===== config.mk =====
export PLATFORM = sky130hd
export DESIGN_NAME = serial_commanded_fan_pwm_unit_flat
export DESIGN_NICKNAME = d
export VERILOG_FILES = /design/src/hdl/scfp_pkg.sv /design/src/hdl/scfp_if.sv /design/src/hdl/scfp_cfg_regs.sv /design/src/hdl/scfp_core.sv /design/src/hdl/serial_commanded_fan_pwm_unit.sv /design/src/flat_wrapper.sv
export VERILOG_INCLUDE_DIRS = /design/src /design/src/hdl
export SDC_FILE = /design/constraint.sdc
export NUM_CORES = 1
export LEC_CHECK = 0
export BUFFER_PORTS_ARGS = -buffer_cell sky130_fd_sc_hd__buf_2
export CAP_MARGIN = 5
export CORE_UTILIZATION = 35
export DETAILED_ROUTE_END_ITERATION = 16
export SYNTH_ARGS = -nofsm -noshare
export SYNTH_HDL_FRONTEND = slang
export SYNTH_SLANG_ARGS = --single-unit
export TNS_END_PERCENT = 50

===== constraint.sdc =====
create_clock -name clk -period 4.15 [get_ports clk]
set_input_delay 0 -clock clk [delete_from_list [all_inputs] [get_ports clk]]
set_output_delay 0 -clock clk [all_outputs]
set_load 0.01 [all_outputs]

===== src/hdl/assert_macros.svh =====
// Assertion macros shared by the fan controller RTL.
`ifndef ASSERT_MACROS_SVH
`define ASSERT_MACROS_SVH

// Property must hold at every clock edge outside reset.
`define SCFP_ASSERT_ALWAYS(lbl, ck, rn, prop) \
  lbl: assert property (@(posedge ck) disable iff (!rn) (prop)) \
    else $error("assertion failed");

// Consequent must hold in the cycle after the antecedent.
`define SCFP_ASSERT_NEXT(lbl, ck, rn, ante, cons) \
  lbl: assert property (@(posedge ck) disable iff (!rn) (ante) |=> (cons)) \
    else $error("assertion failed");

`endif


===== src/hdl/scfp_pkg.sv =====
// Types, constants and register codes of the serial-commanded fan controller.
`default_nettype none

package scfp_pkg;

  localparam int BYTE_W   = 8;
  localparam int COUNT_W  = 16;
  localparam int CFG_W    = 16;
  localparam int CFG_IDX_W = 3;
  localparam int RXCNT_W  = 3;
  localparam int CMD_LEN  = 4;

  // Register reset values
  localparam logic [BYTE_W-1:0]  LOW_ON_RST   = 8'd7;
  localparam logic [BYTE_W-1:0]  MID_ON_RST   = 8'd9;
  localparam logic [BYTE_W-1:0]  HIGH_ON_RST  = 8'd15;
  localparam logic [BYTE_W-1:0]  PERIOD_RST   = 8'd12;
  localparam logic [COUNT_W-1:0] AUTO_OFF_RST = 16'd12000;
  localparam logic [BYTE_W-1:0]  IDLE_LIM_RST = 8'd20;

  // Command characters
  localparam logic [BYTE_W-1:0] CH_T    = 8'h54;
  localparam logic [BYTE_W-1:0] CH_Z    = 8'h5A;
  localparam logic [BYTE_W-1:0] CH_G    = 8'h47;
  localparam logic [BYTE_W-1:0] CH_S    = 8'h53;
  localparam logic [BYTE_W-1:0] CH_D    = 8'h44;
  localparam logic [BYTE_W-1:0] CH_ZERO = 8'h30;
  localparam logic [BYTE_W-1:0] CH_ONE  = 8'h31;

  typedef enum logic {
    OP_TICK = 1'b0,
    OP_BYTE = 1'b1
  } scfp_op_t;

  typedef enum logic [CFG_IDX_W-1:0] {
    REG_LOW_ON   = 3'd0,
    REG_MID_ON   = 3'd1,
    REG_HIGH_ON  = 3'd2,
    REG_PERIOD   = 3'd3,
    REG_AUTO_OFF = 3'd4,
    REG_IDLE_LIM = 3'd5
  } scfp_reg_t;

  typedef struct packed {
    logic [BYTE_W-1:0]  low_on_ticks;
    logic [BYTE_W-1:0]  mid_on_ticks;
    logic [BYTE_W-1:0]  high_on_ticks;
    logic [BYTE_W-1:0]  period_ticks;
    logic [COUNT_W-1:0] auto_off_ticks;
    logic [BYTE_W-1:0]  idle_limit;
  } scfp_cfg_t;

  typedef struct packed {
    logic              fan_on;
    logic              running;
    logic              auto_off_armed;
    logic              echo_valid;
    logic [BYTE_W-1:0] echo_byte;
  } scfp_res_t;

endpackage

`default_nettype wire


===== src/hdl/scfp_if.sv =====
// Valid/ready channel interfaces for input items and results.
`default_nettype none

interface scfp_in_if;
  import scfp_pkg::*;
  logic              valid;
  logic              ready;
  logic              opcode;
  logic [BYTE_W-1:0] rx_byte;

  modport source (output valid, output opcode, output rx_byte, input ready);
  modport sink   (input valid, input opcode, input rx_byte, output ready);
endinterface

interface scfp_out_if;
  import scfp_pkg::*;
  logic              valid;
  logic              ready;
  logic              fan_on;
  logic              running;
  logic              auto_off_armed;
  logic              echo_valid;
  logic [BYTE_W-1:0] echo_byte;

  modport source (output valid, output fan_on, output running, output auto_off_armed,
                  output echo_valid, output echo_byte, input ready);
  modport sink   (input valid, input fan_on, input running, input auto_off_armed,
                  input echo_valid, input echo_byte, output ready);
endinterface

`default_nettype wire


===== src/hdl/scfp_cfg_regs.sv =====
// Configuration register file of the fan controller.
`default_nettype none

module scfp_cfg_regs (
  input  wire logic                           clk,
  input  wire logic                           rst_n,
  input  wire logic                           cfg_we,
  input  wire logic [scfp_pkg::CFG_IDX_W-1:0] cfg_index,
  input  wire logic [scfp_pkg::CFG_W-1:0]     cfg_wdata,
  output scfp_pkg::scfp_cfg_t                 cfg
);
  import scfp_pkg::*;

  scfp_cfg_t cfg_r;

  always_ff @(posedge clk) begin
    if (!rst_n) begin
      cfg_r.low_on_ticks   <= LOW_ON_RST;
      cfg_r.mid_on_ticks   <= MID_ON_RST;
      cfg_r.high_on_ticks  <= HIGH_ON_RST;
      cfg_r.period_ticks   <= PERIOD_RST;
      cfg_r.auto_off_ticks <= AUTO_OFF_RST;
      cfg_r.idle_limit     <= IDLE_LIM_RST;
    end else if (cfg_we) begin
      unique case (cfg_index)
        REG_LOW_ON:   cfg_r.low_on_ticks   <= cfg_wdata[BYTE_W-1:0];
        REG_MID_ON:   cfg_r.mid_on_ticks   <= cfg_wdata[BYTE_W-1:0];
        REG_HIGH_ON:  cfg_r.high_on_ticks  <= cfg_wdata[BYTE_W-1:0];
        REG_PERIOD:   cfg_r.period_ticks   <= cfg_wdata[BYTE_W-1:0];
        REG_AUTO_OFF: cfg_r.auto_off_ticks <= cfg_wdata[COUNT_W-1:0];
        REG_IDLE_LIM: cfg_r.idle_limit     <= cfg_wdata[BYTE_W-1:0];
        default: ;  // drop writes beyond the register list
      endcase
    end
  end

  assign cfg = cfg_r;

endmodule

`default_nettype wire


===== src/hdl/scfp_core.sv =====
// Fan state, PWM phase, auto-off counter and command buffer decode.
`default_nettype none

`include "assert_macros.svh"

module scfp_core (
  input  wire logic                        clk,
  input  wire logic                        rst_n,
  input  wire logic                        step,
  input  wire logic                        opcode,
  input  wire logic [scfp_pkg::BYTE_W-1:0] rx_byte,
  input  scfp_pkg::scfp_cfg_t              cfg,
  output scfp_pkg::scfp_res_t              res
);
  import scfp_pkg::*;

  logic                run_r, run_nxt;
  logic [BYTE_W-1:0]   phase_r, phase_nxt;
  logic [BYTE_W-1:0]   thr_r, thr_nxt;
  logic                armed_r, armed_nxt;
  logic [COUNT_W-1:0]  cnt_r, cnt_nxt;
  logic [BYTE_W-1:0]   idle_r, idle_nxt;
  logic [RXCNT_W-1:0]  rxcnt_r, rxcnt_nxt;
  logic                drive_r, drive_nxt;
  logic [BYTE_W-1:0]   cmd_r   [CMD_LEN];
  logic [BYTE_W-1:0]   cmd_nxt [CMD_LEN];

  logic                is_byte;
  logic [BYTE_W-1:0]   phase_inc;
  logic [COUNT_W-1:0]  cnt_inc;
  logic [BYTE_W-1:0]   idle_sat;
  logic                full;

  assign is_byte   = (opcode == OP_BYTE);
  assign phase_inc = phase_r + 8'd1;
  assign cnt_inc   = cnt_r + 16'd1;
  assign idle_sat  = (idle_r == 8'hFF) ? idle_r : idle_r + 8'd1;
  assign full      = (rxcnt_r >= 3'd3);

  always_comb begin
    run_nxt   = run_r;
    phase_nxt = phase_r;
    thr_nxt   = thr_r;
    armed_nxt = armed_r;
    cnt_nxt   = cnt_r;
    idle_nxt  = idle_r;
    rxcnt_nxt = rxcnt_r;
    drive_nxt = drive_r;
    cmd_nxt   = cmd_r;

    if (!is_byte) begin
      if (run_r) begin
        priority if (phase_inc <= thr_r) begin
          phase_nxt = phase_inc;
          drive_nxt = 1'b1;
        end else if (phase_inc <= cfg.period_ticks) begin
          phase_nxt = phase_inc;
          drive_nxt = 1'b0;
        end else begin
          phase_nxt = '0;  // wrap, drive unchanged
        end
        if (armed_r) begin
          if (cnt_inc >= cfg.auto_off_ticks) begin
            drive_nxt = 1'b0;
            run_nxt   = 1'b0;
            armed_nxt = 1'b0;
            cnt_nxt   = '0;
          end else begin
            cnt_nxt = cnt_inc;
          end
        end
      end
      idle_nxt = idle_sat;
      // empty the buffer after too long without a byte
      if (idle_sat >= cfg.idle_limit) begin
        rxcnt_nxt = '0;
      end
    end else begin
      idle_nxt = '0;
      if (rxcnt_r < 3'd4) begin
        cmd_nxt[rxcnt_r[1:0]] = rx_byte;
        rxcnt_nxt             = rxcnt_r + 3'd1;
      end
      if (full) begin
        priority if (cmd_nxt[0] == CH_T && cmd_nxt[1] == CH_Z &&
                     cmd_nxt[2] == CH_ZERO && cmd_nxt[3] == CH_ZERO) begin
          drive_nxt = 1'b0;
          run_nxt   = 1'b0;
        end else if (cmd_nxt[1] == CH_S && cmd_nxt[2] == CH_ZERO &&
                     (cmd_nxt[0] == CH_G || cmd_nxt[0] == CH_Z ||
                      cmd_nxt[0] == CH_D)) begin
          run_nxt   = 1'b1;
          phase_nxt = '0;
          cnt_nxt   = '0;
          priority if (cmd_nxt[0] == CH_G) thr_nxt = cfg.high_on_ticks;
          else if (cmd_nxt[0] == CH_Z)     thr_nxt = cfg.mid_on_ticks;
          else                             thr_nxt = cfg.low_on_ticks;
          priority if (cmd_nxt[3] == CH_ZERO) armed_nxt = 1'b0;
          else if (cmd_nxt[3] == CH_ONE)      armed_nxt = 1'b1;
          else                                armed_nxt = armed_r;
        end else begin
          run_nxt = run_r;  // unknown command
        end
      end
    end
  end

  always_ff @(posedge clk) begin
    if (!rst_n) begin
      run_r   <= 1'b1;
      phase_r <= '0;
      thr_r   <= LOW_ON_RST;
      armed_r <= 1'b0;
      cnt_r   <= '0;
      idle_r  <= '0;
      rxcnt_r <= '0;
      drive_r <= 1'b0;
    end else if (step) begin
      run_r   <= run_nxt;
      phase_r <= phase_nxt;
      thr_r   <= thr_nxt;
      armed_r <= armed_nxt;
      cnt_r   <= cnt_nxt;
      idle_r  <= idle_nxt;
      rxcnt_r <= rxcnt_nxt;
      drive_r <= drive_nxt;
    end
  end

  // command buffer holds no reset value
  always_ff @(posedge clk) begin
    if (step) begin
      cmd_r <= cmd_nxt;
    end
  end

  assign res.fan_on         = drive_nxt;
  assign res.running        = run_nxt;
  assign res.auto_off_armed = armed_nxt;
  assign res.echo_valid     = is_byte;
  assign res.echo_byte      = is_byte ? rx_byte : '0;

  `SCFP_ASSERT_ALWAYS(a_rxcnt_max, clk, rst_n, rxcnt_r <= 3'd4)
  `SCFP_ASSERT_NEXT(a_byte_clears_idle, clk, rst_n, step && is_byte, idle_r == '0)
  `SCFP_ASSERT_NEXT(a_stopped_phase_holds, clk, rst_n, step && !is_byte && !run_r,
                    $stable(phase_r) && !run_r)

endmodule

`default_nettype wire


===== src/hdl/serial_commanded_fan_pwm_unit.sv =====
// Path: input register -> decode/update -> result reg; each result is registered.
// Throughput: one transaction per cycle while the output is not stalled.
// A stalled result holds while the next transaction waits in the input register.
// Reset (rst_n, synchronous, active low): handshake empty, fan enabled, PWM at phase 0,
// drive off, auto-off disarmed, registers at defaults; buffer bytes left unset.
`default_nettype none

`include "assert_macros.svh"

module serial_commanded_fan_pwm_unit (
  input  wire logic                           clk,
  input  wire logic                           rst_n,
  scfp_in_if.sink                             in_ch,
  scfp_out_if.source                          out_ch,
  input  wire logic                           cfg_we,
  input  wire logic [scfp_pkg::CFG_IDX_W-1:0] cfg_index,
  input  wire logic [scfp_pkg::CFG_W-1:0]     cfg_wdata
);
  import scfp_pkg::*;

  scfp_cfg_t         cfg;
  scfp_res_t         res;
  scfp_res_t         out_data_r;
  logic              out_valid_r, out_valid_nxt;
  logic              in_q_valid_r, in_q_valid_nxt;
  logic              in_q_opcode_r;
  logic [BYTE_W-1:0] in_q_byte_r;
  logic              advance;
  logic              in_take;

  assign advance = in_q_valid_r && (!out_valid_r || out_ch.ready);
  assign in_ch.ready = !in_q_valid_r || advance;
  assign in_take = in_ch.valid && in_ch.ready;

  always_comb begin
    in_q_valid_nxt = in_q_valid_r;
    if (in_take)      in_q_valid_nxt = 1'b1;
    else if (advance) in_q_valid_nxt = 1'b0;
    out_valid_nxt = out_valid_r;
    if (advance)           out_valid_nxt = 1'b1;
    else if (out_ch.ready) out_valid_nxt = 1'b0;
  end

  always_ff @(posedge clk) begin
    if (!rst_n) begin
      in_q_valid_r <= 1'b0;
      out_valid_r  <= 1'b0;
    end else begin
      in_q_valid_r <= in_q_valid_nxt;
      out_valid_r  <= out_valid_nxt;
    end
  end

  always_ff @(posedge clk) begin
    if (in_take) begin
      in_q_opcode_r <= in_ch.opcode;
      in_q_byte_r   <= in_ch.rx_byte;
    end
    if (advance) begin
      out_data_r <= res;
    end
  end

  scfp_cfg_regs u_cfg (
    .clk       (clk),
    .rst_n     (rst_n),
    .cfg_we    (cfg_we),
    .cfg_index (cfg_index),
    .cfg_wdata (cfg_wdata),
    .cfg       (cfg)
  );

  scfp_core u_core (
    .clk     (clk),
    .rst_n   (rst_n),
    .step    (advance),
    .opcode  (in_q_opcode_r),
    .rx_byte (in_q_byte_r),
    .cfg     (cfg),
    .res     (res)
  );

  assign out_ch.valid          = out_valid_r;
  assign out_ch.fan_on         = out_data_r.fan_on;
  assign out_ch.running        = out_data_r.running;
  assign out_ch.auto_off_armed = out_data_r.auto_off_armed;
  assign out_ch.echo_valid     = out_data_r.echo_valid;
  assign out_ch.echo_byte      = out_data_r.echo_byte;

  `SCFP_ASSERT_NEXT(a_advance_fills_out, clk, rst_n, advance, out_valid_r)
  `SCFP_ASSERT_NEXT(a_held_item_kept, clk, rst_n, in_q_valid_r && !advance,
                    in_q_valid_r && $stable(in_q_byte_r) && $stable(in_q_opcode_r))
  `SCFP_ASSERT_ALWAYS(a_no_take_when_full, clk, rst_n,
                      !(in_q_valid_r && !advance && in_ch.ready))

endmodule

`default_nettype wire

===== src/flat_wrapper.sv =====
// flat-port wrapper written by rule: the top's interface ports become plain ports
module serial_commanded_fan_pwm_unit_flat import scfp_pkg::*;
  (clk, rst_n, cfg_we, cfg_index, cfg_wdata, in_ch_valid, in_ch_opcode, in_ch_rx_byte, in_ch_ready, out_ch_valid, out_ch_fan_on, out_ch_running, out_ch_auto_off_armed, out_ch_echo_valid, out_ch_echo_byte, out_ch_ready);
  scfp_in_if in_ch_i ();
  scfp_out_if out_ch_i ();
  input  wire logic clk;
  input  wire logic rst_n;
  input  wire logic cfg_we;
  input  wire logic [scfp_pkg::CFG_IDX_W-1:0] cfg_index;
  input  wire logic [scfp_pkg::CFG_W-1:0] cfg_wdata;
  input wire logic [$bits(in_ch_i.valid)-1:0] in_ch_valid;
  input wire logic [$bits(in_ch_i.opcode)-1:0] in_ch_opcode;
  input wire logic [$bits(in_ch_i.rx_byte)-1:0] in_ch_rx_byte;
  output wire logic [$bits(in_ch_i.ready)-1:0] in_ch_ready;
  output wire logic [$bits(out_ch_i.valid)-1:0] out_ch_valid;
  output wire logic [$bits(out_ch_i.fan_on)-1:0] out_ch_fan_on;
  output wire logic [$bits(out_ch_i.running)-1:0] out_ch_running;
  output wire logic [$bits(out_ch_i.auto_off_armed)-1:0] out_ch_auto_off_armed;
  output wire logic [$bits(out_ch_i.echo_valid)-1:0] out_ch_echo_valid;
  output wire logic [$bits(out_ch_i.echo_byte)-1:0] out_ch_echo_byte;
  input wire logic [$bits(out_ch_i.ready)-1:0] out_ch_ready;
  assign in_ch_i.valid = in_ch_valid;
  assign in_ch_i.opcode = in_ch_opcode;
  assign in_ch_i.rx_byte = in_ch_rx_byte;
  assign in_ch_ready = in_ch_i.ready;
  assign out_ch_valid = out_ch_i.valid;
  assign out_ch_fan_on = out_ch_i.fan_on;
  assign out_ch_running = out_ch_i.running;
  assign out_ch_auto_off_armed = out_ch_i.auto_off_armed;
  assign out_ch_echo_valid = out_ch_i.echo_valid;
  assign out_ch_echo_byte = out_ch_i.echo_byte;
  assign out_ch_i.ready = out_ch_ready;
  serial_commanded_fan_pwm_unit u_core (.clk(clk), .rst_n(rst_n), .in_ch(in_ch_i), .out_ch(out_ch_i), .cfg_we(cfg_we), .cfg_index(cfg_index), .cfg_wdata(cfg_wdata));
endmodule

After elaboration in Yosys (flattened, before gate mapping)
Index checks and enable logic that the tools add are counted.
Storage, ports and cells
  input port bits: 33
  bits in registers: 157
Operators by class
  reduce and logical (&&, ||, !) cells: 31
  equality and inequality tests: 19
  order comparisons: 8
  multiplexer cells: 53
  add/subtract/negate cells: 4
  bitwise logic cells: 2
Operators by type and width (count)
  $mux W16: 7
  $mux W8: 12
  $mux W32: 2
  $eq A8 B7 Y1 const B: 6
  $bwmux W32: 1
  $mux W1: 27
  $eq A8 B6 Y1 const B: 3
  $add A16 B1 Y16 const B: 1
  $add A8 B1 Y8 const B: 2
  $demux W8 S2: 1
  $ge A16 B16 Y1: 1
  $le A8 B8 Y1: 2
  $reduce_and A2 Y1: 7
  $reduce_and A5 Y1: 2
  $reduce_bool A2 Y1: 5
  $mux W3: 3
  $eq A8 B8 Y1 const B: 1
  $ge A8 B8 Y1: 1
  $logic_and A1 B1 Y1: 8
  $ne A2 B2 Y1 const B: 4
  $eq A3 B2 Y1 const B: 2
  $eq A3 B3 Y1 const B: 2
  $reduce_and A6 Y1: 1
  $logic_or A1 B1 Y1: 4
  11 further kinds: 12

Logic depth before layout (Yosys ltp)
Gate-level depths: netlist of the first run.
  depth after elaboration: 16
  gate-level depth with buffers: 14

By module
A second synthesis of the first run with hierarchy kept.
Second synthesis, totals
  cell total of the unflattened synthesis: 867
  area total of the unflattened synthesis: 8463.1 µm²
By module, submodules not included
  scfp_core: seq. area each 1881.8 µm², cells an instance 623, instances 1, area each 5521.5 µm²
  scfp_cfg_regs: seq. area each 1121.1 µm², cells an instance 214, instances 1, area each 2207.1 µm²
  serial_commanded_fan_pwm_unit: seq. area each 670.6 µm², cells an instance 30, instances 1, area each 734.5 µm²

Least setup slack after synthesis of the first run
OpenSTA, ideal clock, no wires.
  kind: flip-flop to flip-flop
  start: reg u_core.u_core.cnt_r[2]
  end: reg u_core.u_core.cnt_r[10]
  data required time: 4.033 ns
  path slack: 1.176 ns
  period minus slack after synthesis: 2.974 ns
  buffers on the path: 1
  stages on the path, launching flop included: 14
  setup time: 0.117 ns
  arrival time: 2.857 ns
  path through: dfxtp_1 and4_1 and4_1 and2_1 nand2_1 xnor2_1 ha_1 nand4_1 a2111oi_0 o31ai_1 a21oi_1 nor2_1 clkbuf_1 a22o_1
On the way
  word-level cells in the longest chain between the ends: 6
Ends and longest elaborated chain
  start: declaration: line scfp_core.sv:21  | logic [COUNT_W-1:0] cnt_r, cnt_nxt;
  start signal: assignment: line scfp_core.sv:123  | cnt_r <= cnt_nxt;
  $add A16 B1 Y16 (*): line scfp_core.sv:36  | assign cnt_inc = cnt_r + 16'd1;
  $ge A16 B16 Y1: line scfp_core.sv:63  | if (cnt_inc >= cfg.auto_off_ticks) begin
  $mux W16 (*): line scfp_core.sv:63
  $mux W16 (*): line scfp_core.sv:62  | if (armed_r) begin
  $mux W16 (*): line scfp_core.sv:52  | if (run_r) begin
  $mux W16 (*): line scfp_core.sv:51  | if (!is_byte) begin
Every way passes the cells marked *; elsewhere a longest branch is shown, timed or not. The select of a mux whose other input is x is not followed.
A chain may end at the register's enable or synchronous reset.

Worst setup path after layout of the first run
  start: reg u_core.u_core.cnt_r[2]
  end: reg u_core.u_core.cnt_r[12]
Same word-level chain as after synthesis.

==> results.sh, run 1 <==
export IMPL_reg2reg_from="u_core.u_core.cnt_r[2]"
export IMPL_worstSetupStartpointType="flip-flop"
export IMPL_area_delta_synth_final_pct=18.1
export IMPL_routed_via_density=5.10
export IMPL_combPwrFrac=0.065
export IMPL_syn_area_um2=7940
export IMPL_holdPathEnd="u_core.u_cfg.cfg[28]"
export IMPL_hp_start="cfg_index[1]"
export IMPL_drt_iter0_markers=380
export IMPL_syn_num_nets=918
export IMPL_path_buf_inv=1
export IMPL_ctsRootBufferMaster="clkbuf_16"
export IMPL_cts_tree="done"
export IMPL_cpMaxStageDelayCell="a2111oi_0"
export IMPL_nets=995
export IMPL_grt_max_degree=54
export IMPL_drt_pass1_iterations=9
export IMPL_timing_final_hold_violations=0
export IMPL_power_density_nw_per_um2=367
export IMPL_crit_type="reg -> reg"
export IMPL_tightest_slew_ns=1.04
export IMPL_critPathMaxStageDelay_ns=0.59
export IMPL_power_switching_mw=0.906
export IMPL_fin_cells=1207
export IMPL_p_clk_frac=0.453
export IMPL_track_usage=0.165
export IMPL_ys_ff_latch=157
export IMPL_crit_chain="and4_1 -> and4_1 -> and2_1 -> nand2_1 -> xnor2_1 -> ha_1 -> nand4_1 -> a2111oi_0 -> o31ai_1 -> a21oi_1 -> nor2_1 -> buf_4 -> a22o_1"
export IMPL_clockBufferDepth=2
export IMPL_p_leak_nw=3.70
export IMPL_clock_latency_ns=0.44
export IMPL_portBuffers=46
export IMPL_worst_path_dominant_cell_family="compound AO/OA/AOI/OAI gates"
export IMPL_wirelength_um=18400
export IMPL_clk_pin_slew_worst_paths_ns=0.07
export IMPL_cts_resized=0
export IMPL_post_place_cells=1146
export IMPL_vdd_drop_max_v=0.000260
export IMPL_core_area_um2=22000
export IMPL_grt_pass1_vias=5884
export IMPL_required_ns=4.48
export IMPL_finalSetupViolations=0
export IMPL_worstHoldPathCells=4
export IMPL_postRouteAntennaNets=0
export IMPL_cts_hold_buf=29
export IMPL_die_width_um=153
export IMPL_regToRegEndpoint="u_core.u_core.cnt_r[12]"
export IMPL_rsz0062_at_grt="no"
export IMPL_rows=54
export IMPL_place_congestion=0.810
export IMPL_synth_edf_count=53
export IMPL_fin_tns_setup_ns=0
export IMPL_htreeDepth=4
export IMPL_start_util=0.360
export IMPL_cts_made_buffers=17
export IMPL_finalMaxSlewViolations=0
export IMPL_cap_violations=0
export IMPL_p_int_mw=2.53
export IMPL_routedWlPerCell_um=15.2
export IMPL_outcome="finished clean"
export IMPL_crit_arrival_ns=3.66
export IMPL_vias=6158
export IMPL_crit_fanout=14
export IMPL_switching_share=0.263
export IMPL_clock_sinks=157
export IMPL_synth_ff_type="dfxtp_1"
export IMPL_drc=0
export IMPL_avgSynthCellArea_um2=9.48
export IMPL_fin_skew_ns=0.0123
export IMPL_hold_path_class="in -> reg"
export IMPL_crit_top_cell="and4_1"
export IMPL_synth_cell_types=63
export IMPL_max_slew_margin=0.309
export IMPL_post_cts_setup_buffers=0
export IMPL_rrSetupSlack_ns=0.82
export IMPL_p_seq_frac=0.482
export IMPL_overflow=0
export IMPL_worstRegToRegCells=13
export IMPL_yosysSeqAreaShare=0.463
export IMPL_antenna_found_initial=0
export IMPL_io_pins=47
export IMPL_synth_cells=837
export IMPL_fin_util=0.425
export IMPL_die_h_um=153
export IMPL_antennaDiodeCount=0
export IMPL_fp_dieArea_um2=23300
export IMPL_fin_crit_sh=0.802
export IMPL_max_freq_ghz=0.300
export IMPL_drive_above_1_share=0.146
export IMPL_p_total_mw=3.44
export IMPL_ys_warn_count=0
export IMPL_async_reset_ff_frac=0
export IMPL_place_ws_ns=0.804
export IMPL_worst_slack_ns=0.821
export IMPL_dp_hpwl_um=12500
export IMPL_layout_min_cycle_time_ns=3.33
export IMPL_cp_end_kind="flip-flop"
export IMPL_grt_pass1_wl_um=30300
[power by group through the flow]
stage	Combinational [mW]	Sequential [mW]	Clock, mW
detailed placement	0.204	1.69	0
CTS	0.225	1.66	1.59
global placement	0.201	1.69	0
finish	0.224	1.66	1.56
floorplan	0.128	1.68	0
global route	0.249	1.66	1.66
[final cells by class]
class                   count  area (µm²)
clock buffers              17         425
inverters                  52         195
well taps                 280         350
fillers                  2166       12700
repair buffers             88         618
flip-flops and latches    157        3670
multi-input cells         598        3940
clock inverters            15         165
[cell usage after synthesis, types with 4 or more instances]
library cell  count  area (µm²)
o211ai_1         19         143
nand2_1         153         574
nand4_1          15        93.8
edfxtp_1         53        1590
ha_1             48         601
mux2i_1          16         160
inv_1            51         191
nor2_1           42         158
xor2_1            8        70.1
a31oi_1           4        25.0
o22ai_1           7        43.8
clkbuf_1         27         101
nor4bb_1          6        60.1
a22oi_1           5        37.5
xnor2_1          14         123
nor3_1            6        30.0
and3_1            9        56.3
a211oi_1          4        30.0
dfxtp_1         104        2080
nand3_1          26         130
nand2b_1         10        62.6
a21o_1           11        82.6
o21ai_0          17        85.1
and2_1           13        81.3
nor2b_1           7        43.8
mux2_2           31         349
a21oi_1          64         320
a22o_1           14         123
[cell families after synthesis]
family                   after synthesis  share of synthesized area
AND/OR/NAND/NOR                      312                      0.188
adder cells (fa/ha/maj)               48                     0.0757
buffers and inverters                 82                     0.0412
multiplexers                          47                     0.0642
flip-flops                           157                      0.463
XOR/XNOR                              22                     0.0243
AO/OA/AOI/OAI                        169                      0.143
[cell usage in the layout (no fill, tap or decap), drive strengths merged, types with 15 or more instances in the layout]
| master | count |
|---|---|
| edfxtp | 53 |
| nand4 | 15 |
| clkbuf | 17 |
| o21ai | 20 |
| nand3 | 26 |
| dfxtp | 104 |
| o211ai | 19 |
| mux2 | 31 |
| inv | 61 |
| mux2i | 16 |
| nor2 | 42 |
| nand2 | 153 |
| a21oi | 64 |
| buf | 59 |
| ha | 48 |
| dlygate4sd3 | 29 |
[per-stage QoR]
step                      cell area [µm²]  hold WS [ns]
after floorplan                      7940        0.0989
after global placement               8490         0.179
after detailed placement             8490         0.179
after CTS                            9370        0.0524
after global routing                 9370         0.104
final                                9370        0.0725
[worst max path at each step]
stage	depth (start not counted)	endpoint	start	slack [ns]
2_1_floorplan	13	u_core.u_core.cnt_r[10]	u_core.u_core.cnt_r[2]	1.18
3_3_place_gp	10	u_core.u_core.cnt_r[9]	u_core.u_core.rxcnt_r[0]	0.91
3_5_place_dp	13	u_core.u_core.cnt_r[12]	u_core.u_core.cnt_r[2]	0.80
4_1_cts	13	u_core.u_core.cnt_r[11]	u_core.u_core.cnt_r[2]	0.79
5_1_grt	12	u_core.out_ch.auto_off_armed	u_core.u_core.cnt_r[2]	0.47
6_report	13	u_core.u_core.cnt_r[12]	u_core.u_core.cnt_r[2]	0.82
[sequential cells by signal (all words and copies together), names as in the netlist]
register,flops
u_core.out_ch.fan_on,1
u_core.out_ch.auto_off_armed,1
u_core.out_ch.echo_byte,8
u_core.u_core.idle_r,8
u_core.u_core.cnt_r,16
u_core.u_core.phase_r,8
u_core.u_core.run_r,1
u_core.in_q_valid_r,1
u_core.u_core.rxcnt_r,3
u_core.out_ch.running,1
u_core.u_core.drive_r,1
u_core.u_core.thr_r,8
u_core.out_ch.valid,1
u_core.u_cfg.cfg,56
u_core.in_q_byte_r,8
u_core.out_ch.echo_valid,1
u_core.u_core.cmd_r,32
u_core.in_q_opcode_r,1
u_core.u_core.armed_r,1
[routing by layer]
layer,up-vias,GRT usage,routed length (µm),share of wire
met5,-,0,0,0
met4,0,0.0447,170,0.0092
met3,13,0.0319,631,0.034
met2,114,0.259,8240,0.45
met1,2888,0.230,9360,0.51
li1,3143,-,-,-
[tightest hold or removal path, stage by stage]
cell and delay (ns):
buf_2 0.12, nand3_1 0.18, nand2_1 0.12, a21oi_1 0.05
No activity file was read; power rests on OpenSTA's default activity.
==> inputs of run 2 (changes only) <==
==> constraint.sdc (replaced) <==
create_clock -name clk -period 3.4 [get_ports clk]
set_input_delay 0 -clock clk [delete_from_list [all_inputs] [get_ports clk]]
set_output_delay 0 -clock clk [all_outputs]
set_load 0.01 [all_outputs]
==> run 2 against run 1 <==
The flow now finishes with violations (DRC). Sequential share of layout area fell by 0.52 points. Register-to-register slack worse by 0.55 ns. Global-route usage grew 0.16 points. Non-clock buffer count rose by 9. Die area is the same. Critical path depth shrank 4. Highest routed layer unchanged.
==> results.sh, run 2 (synthesized netlist as in run 1, its figures left out) <==
export IMPL_outcome="complete, but fails checks"
export IMPL_violations="DRC"
export IMPL_htreeDepth=4
export IMPL_fp_dieArea_um2=23300
export IMPL_worst_path_dominant_cell_family="compound AO/OA/AOI/OAI gates"
export IMPL_p_int_mw=3.29
export IMPL_fin_tns_setup_ns=0
export IMPL_rrSetupSlack_ns=0.27
export IMPL_antenna_found_initial=0
export IMPL_critPathMaxStageDelay_ns=1.00
export IMPL_p_leak_nw=3.76
export IMPL_overflow=0
export IMPL_required_ns=3.77
export IMPL_largest_reg_flops=56
export IMPL_fin_util=0.431
export IMPL_die_width_um=153
export IMPL_cpMaxStageDelayCell="a311oi_2"
export IMPL_rows=54
export IMPL_fin_cells=1216
export IMPL_dp_hpwl_um=12900
export IMPL_combPwrFrac=0.066
export IMPL_vias=6251
export IMPL_post_place_cells=1156
export IMPL_max_freq_ghz=0.320
export IMPL_nFillCells=2143
export IMPL_postRouteAntennaNets=0
export IMPL_routed_via_density=5.14
export IMPL_nets=1004
export IMPL_path_buf_inv=2
export IMPL_track_usage=0.166
export IMPL_cp_end_kind="flip-flop"
export IMPL_area_delta_synth_final_pct=19.6
export IMPL_worstSetupStartpointType="flip-flop"
export IMPL_wirelength_um=18600
export IMPL_die_h_um=153
export IMPL_layout_min_cycle_time_ns=3.13
export IMPL_clk_pin_slew_worst_paths_ns=0.07
export IMPL_cts_made_buffers=17
export IMPL_fin_skew_ns=0.0136
export IMPL_switching_share=0.240
export IMPL_timing_final_hold_violations=0
export IMPL_tightest_slew_ns=1.19
export IMPL_post_route_cell_area_um2=9490
export IMPL_finalSetupViolations=0
export IMPL_p_total_mw=4.33
export IMPL_fin_crit_sh=0.920
export IMPL_place_ws_ns=0.00853
export IMPL_drive_above_1_share=0.157
export IMPL_final_common_cell="nand2_1"
export IMPL_power_switching_mw=1.04
export IMPL_clockBufferDepth=2
export IMPL_cap_violations=0
export IMPL_max_slew_margin=0.209
export IMPL_crit_fanout=16
export IMPL_cts_tree="done"
export IMPL_power_density_nw_per_um2=456
export IMPL_place_congestion=0.795
export IMPL_crit_chain="inv_1 -> ha_1 -> nor2b_2 -> buf_4 -> mux2i_1 -> a2111o_1 -> a2111oi_4 -> a311oi_2 -> a22o_1"
export IMPL_antennaDiodeCount=0
export IMPL_vdd_drop_max_v=0.000315
export IMPL_routedWlPerCell_um=15.3
export IMPL_worst_slack_ns=0.272
export IMPL_hold_path_class="in -> reg"
export IMPL_core_area_um2=22000
export IMPL_drt_pass1_iterations=13
export IMPL_crit_arrival_ns=3.49
export IMPL_drc=2
export IMPL_io_pins=47
export IMPL_dpl_cell_area_um2=8560
export IMPL_grt_pass1_vias=5970
export IMPL_clock_sinks=157
export IMPL_hold_worst_slack_ns=0.0302
export IMPL_p_seq_frac=0.466
export IMPL_ctsRootBufferMaster="clkbuf_16"
export IMPL_clock_latency_ns=0.43
export IMPL_portBuffers=46
export IMPL_finalMaxSlewViolations=0
export IMPL_grt_pass1_wl_um=30800
export IMPL_rsz0062_at_grt="no"
export IMPL_drt_iter0_markers=432
export IMPL_crit_type="reg -> reg"
export IMPL_start_util=0.360
export IMPL_p_clk_frac=0.468
export IMPL_final_cell_mix="153 x nand2_1, 104 x dfxtp_1, 63 x a21oi_1"
export IMPL_grt_max_degree=53
==> run 2: final cells by class <==
type                            count  area, µm²  share of cell area
Multi-Input combinational cell    598       3960               0.418
Sequential cell                   157       3670               0.387
Timing Repair Buffer               97        683              0.0720
Clock buffer                       17        425              0.0448
Tap cell                          280        350              0.0369
Clock inverter                     15        203              0.0213
Inverter                           52        195              0.0206
==> run 2: what timing repair did <==
item	in CTS	in global routing
setup endpoints to repair	4	17
hold buffers	28	0
buffers inserted	0	0
hold endpoints to repair	67	0
gates resized for setup	1	3
==> run 2: routing by layer <==
metal / GRT usage / share of wire / vias to the layer above
met1: 0.229 / 0.50 / 2961
met5: 0 / 0 / -
li1: - / - / 3163
met4: 0.0414 / 0.010 / 0
met3: 0.0336 / 0.035 / 16
met2: 0.266 / 0.46 / 111
==> run 2: power by group through the flow <==
stage	registers, mW	clock network [mW]	logic [mW]
6_report	2.02	2.03	0.287
5_1_grt	2.02	2.16	0.319
4_1_cts	2.02	2.07	0.289
3_5_place_dp	2.06	0	0.262
3_3_place_gp	2.06	0	0.259
2_1_floorplan	2.06	0	0.156
==> run 2: worst paths after layout <==
| kind | cells after the start | startpoint | endpoint |
|---|---|---|---|
| worst max-delay path | 9 | u_core.u_core.rxcnt_r[0] | u_core.u_core.cnt_r[15] |
| worst min-delay path | 4 | cfg_index[0] | u_core.u_cfg.cfg[38] |
| worst max register to register | 9 | u_core.u_core.rxcnt_r[0] | u_core.u_core.cnt_r[15] |
| worst min register to register | 2 | u_core.u_cfg.cfg[36] | u_core.u_cfg.cfg[36] |
==> run 2: worst register-to-register path, cell delays in order, from the launching register on <==
cell       delay (ns)
dfxtp_1          0.45
inv_1            0.10
ha_1             0.21
nor2b_2          0.16
buf_4            0.19
mux2i_1          0.36
a2111o_1         0.23
a2111oi_4        0.11
a311oi_2         1.01
a22o_1           0.28
==> inputs of run 3 (changes only) <==
--- a/config.mk
+++ b/config.mk
@@ -10,6 +10,7 @@
 export CAP_MARGIN = 5
 export CORE_UTILIZATION = 35
 export DETAILED_ROUTE_END_ITERATION = 16
+export PLACE_DENSITY = 0.61
 export SYNTH_ARGS = -nofsm -noshare
 export SYNTH_HDL_FRONTEND = slang
 export SYNTH_SLANG_ARGS = --single-unit
==> run 3 against run 2 <==
The run still ends with DRC left. Maximum frequency grew 0.36%. Setup slack better by 0.011 ns. Clock skew rose by 0.0016 ns. Utilization fell by 0.23 points. Via count down 0.43%. Critical path type unchanged.
==> results.sh, run 3 (synthesized netlist as in run 1, its figures left out) <==
export IMPL_die_h_um=153
export IMPL_p_seq_frac=0.482
export IMPL_area_delta_synth_final_pct=19.0
export IMPL_start_util=0.360
export IMPL_overflow=0
export IMPL_layout_min_cycle_time_ns=3.12
export IMPL_crit_fanout=6
export IMPL_power_density_nw_per_um2=443
export IMPL_worstHoldPathCells=4
export IMPL_antenna_found_initial=0
export IMPL_drt_pass1_iterations=13
export IMPL_rows=54
export IMPL_fp_dieArea_um2=23300
export IMPL_p_leak_nw=3.74
export IMPL_clock_latency_ns=0.43
export IMPL_cp_end_kind="flip-flop"
export IMPL_fin_skew_ns=0.0152
export IMPL_routed_via_density=5.12
export IMPL_worstRegToRegCells=13
export IMPL_ctsRootBufferMaster="clkbuf_16"
export IMPL_drc=5
export IMPL_drt_iter0_markers=316
export IMPL_grt_pass1_vias=5930
export IMPL_max_slew_margin=0.237
export IMPL_dp_hpwl_um=12700
export IMPL_clock_sinks=157
export IMPL_p_clk_frac=0.451
export IMPL_htreeDepth=4
export IMPL_p_int_mw=3.10
export IMPL_hold_worst_slack_ns=0.0284
export IMPL_clockBufferDepth=2
export IMPL_violations="DRC"
export IMPL_cap_violations=0
export IMPL_final_common_cell="nand2_1"
export IMPL_die_width_um=153
export IMPL_place_ws_ns=0.0138
export IMPL_wirelength_um=18400
export IMPL_power_switching_mw=1.09
export IMPL_vdd_drop_max_v=0.000335
export IMPL_largest_reg_flops=56
export IMPL_io_pins=47
export IMPL_portBuffers=46
export IMPL_cts_made_buffers=17
export IMPL_cts_tree="done"
export IMPL_grt_pass1_wl_um=30200
export IMPL_place_congestion=0.784
export IMPL_postRouteAntennaNets=0
export IMPL_finalMaxSlewViolations=0
export IMPL_timing_final_hold_violations=0
export IMPL_crit_type="reg -> reg"
export IMPL_core_area_um2=22000
export IMPL_post_route_cell_area_um2=9440
export IMPL_outcome="complete, but fails checks"
export IMPL_vias=6224
export IMPL_antennaDiodeCount=0
export IMPL_nets=1003
export IMPL_dpl_cell_area_um2=8560
export IMPL_hold_path_class="in -> reg"
export IMPL_required_ns=3.58
export IMPL_fin_crit_sh=0.917
export IMPL_fin_cells=1215
export IMPL_worstSetupStartpointType="flip-flop"
export IMPL_final_cell_mix="153 x nand2_1, 104 x dfxtp_1, 63 x a21oi_1"
export IMPL_drive_above_1_share=0.156
export IMPL_crit_arrival_ns=3.30
export IMPL_worst_slack_ns=0.283
export IMPL_switching_share=0.261
export IMPL_combPwrFrac=0.068
export IMPL_tightest_slew_ns=1.14
export IMPL_clk_pin_slew_worst_paths_ns=0.07
export IMPL_track_usage=0.162
export IMPL_finalSetupViolations=0
export IMPL_routedWlPerCell_um=15.2
export IMPL_post_place_cells=1155
export IMPL_max_freq_ghz=0.321
export IMPL_grt_max_degree=53
-- run 3: cell types whose count changed in the layout (fill, tap and decap cells not counted), sizes merged --
cell / change
clkinv: +1
clkinvlp: -1
buf: -1
bufinv: -3
inv: +3
-- run 3: worst paths after layout --
| check | from | endpoint | slack, ns |
|---|---|---|---|
| worst max-delay path | u_core.u_core.cnt_r[2] | u_core.out_ch.fan_on | 0.28 |
| worst min-delay path | cfg_index[0] | u_core.u_cfg.cfg[39] | 0.03 |
| worst max register to register | u_core.u_core.cnt_r[2] | u_core.out_ch.fan_on | 0.28 |
| worst min register to register | u_core.u_cfg.cfg[29] | u_core.u_cfg.cfg[29] | 0.46 |
-- run 3: area by class of cell --
class,instances,area (µm²)
well taps,280,350
repair buffers,96,676
fillers,2221,12600
clock buffers,17,425
clock inverters,15,160
multi-input cells,598,3960
flip-flops and latches,157,3670
inverters,52,195
-- run 3: power by group through the flow --
stage	Sequential [mW]	Combinational (mW)	Clock (mW)
global placement	2.06	0.257	0
global route	2.02	0.316	2.01
finish	2.02	0.284	1.89
detailed placement	2.06	0.260	0
CTS	2.02	0.286	1.93
floorplan	2.06	0.156	0
-- run 3: stage by stage --
step	TNS [ns]	power, mW	util
3_3_place_gp	0	2.32	0.388
4_1_cts	0	4.24	0.428
3_5_place_dp	0	2.32	0.388
6_report	0	4.19	0.429
5_1_grt	-0.00823	4.35	0.429
2_1_floorplan	0	2.21	-
-- run 3: worst max-delay path, cell delays in order (launching register included) --
cell	delay, ns
dfxtp_1	0.43
and4_1	0.25
and4_1	0.23
and2_1	0.18
and4_1	0.24
and3_1	0.18
xor2_1	0.20
ha_1	0.22
nor2_1	0.07
a21oi_1	0.22
nand3_1	0.11
o211ai_1	0.36
a21o_1	0.13
nand2_1	0.05
-- run 3: what timing repair did --
action / in CTS / in global routing
pin swaps: 0 / 0
endpoints found under the setup margin: 6 / 18
setup buffers: 0 / 0
resized for setup: 1 / 3
hold buffers: 28 / 0
endpoints found under the hold margin: 67 / 0
-- run 3: layer usage --
metal  vias up  global-route usage  routed length, µm
met2       108               0.258               8430
met4         0              0.0457                178
li1       3168                   -                  -
met5         -                   0                  0
met1      2932               0.224               9190
met3        16              0.0301                622
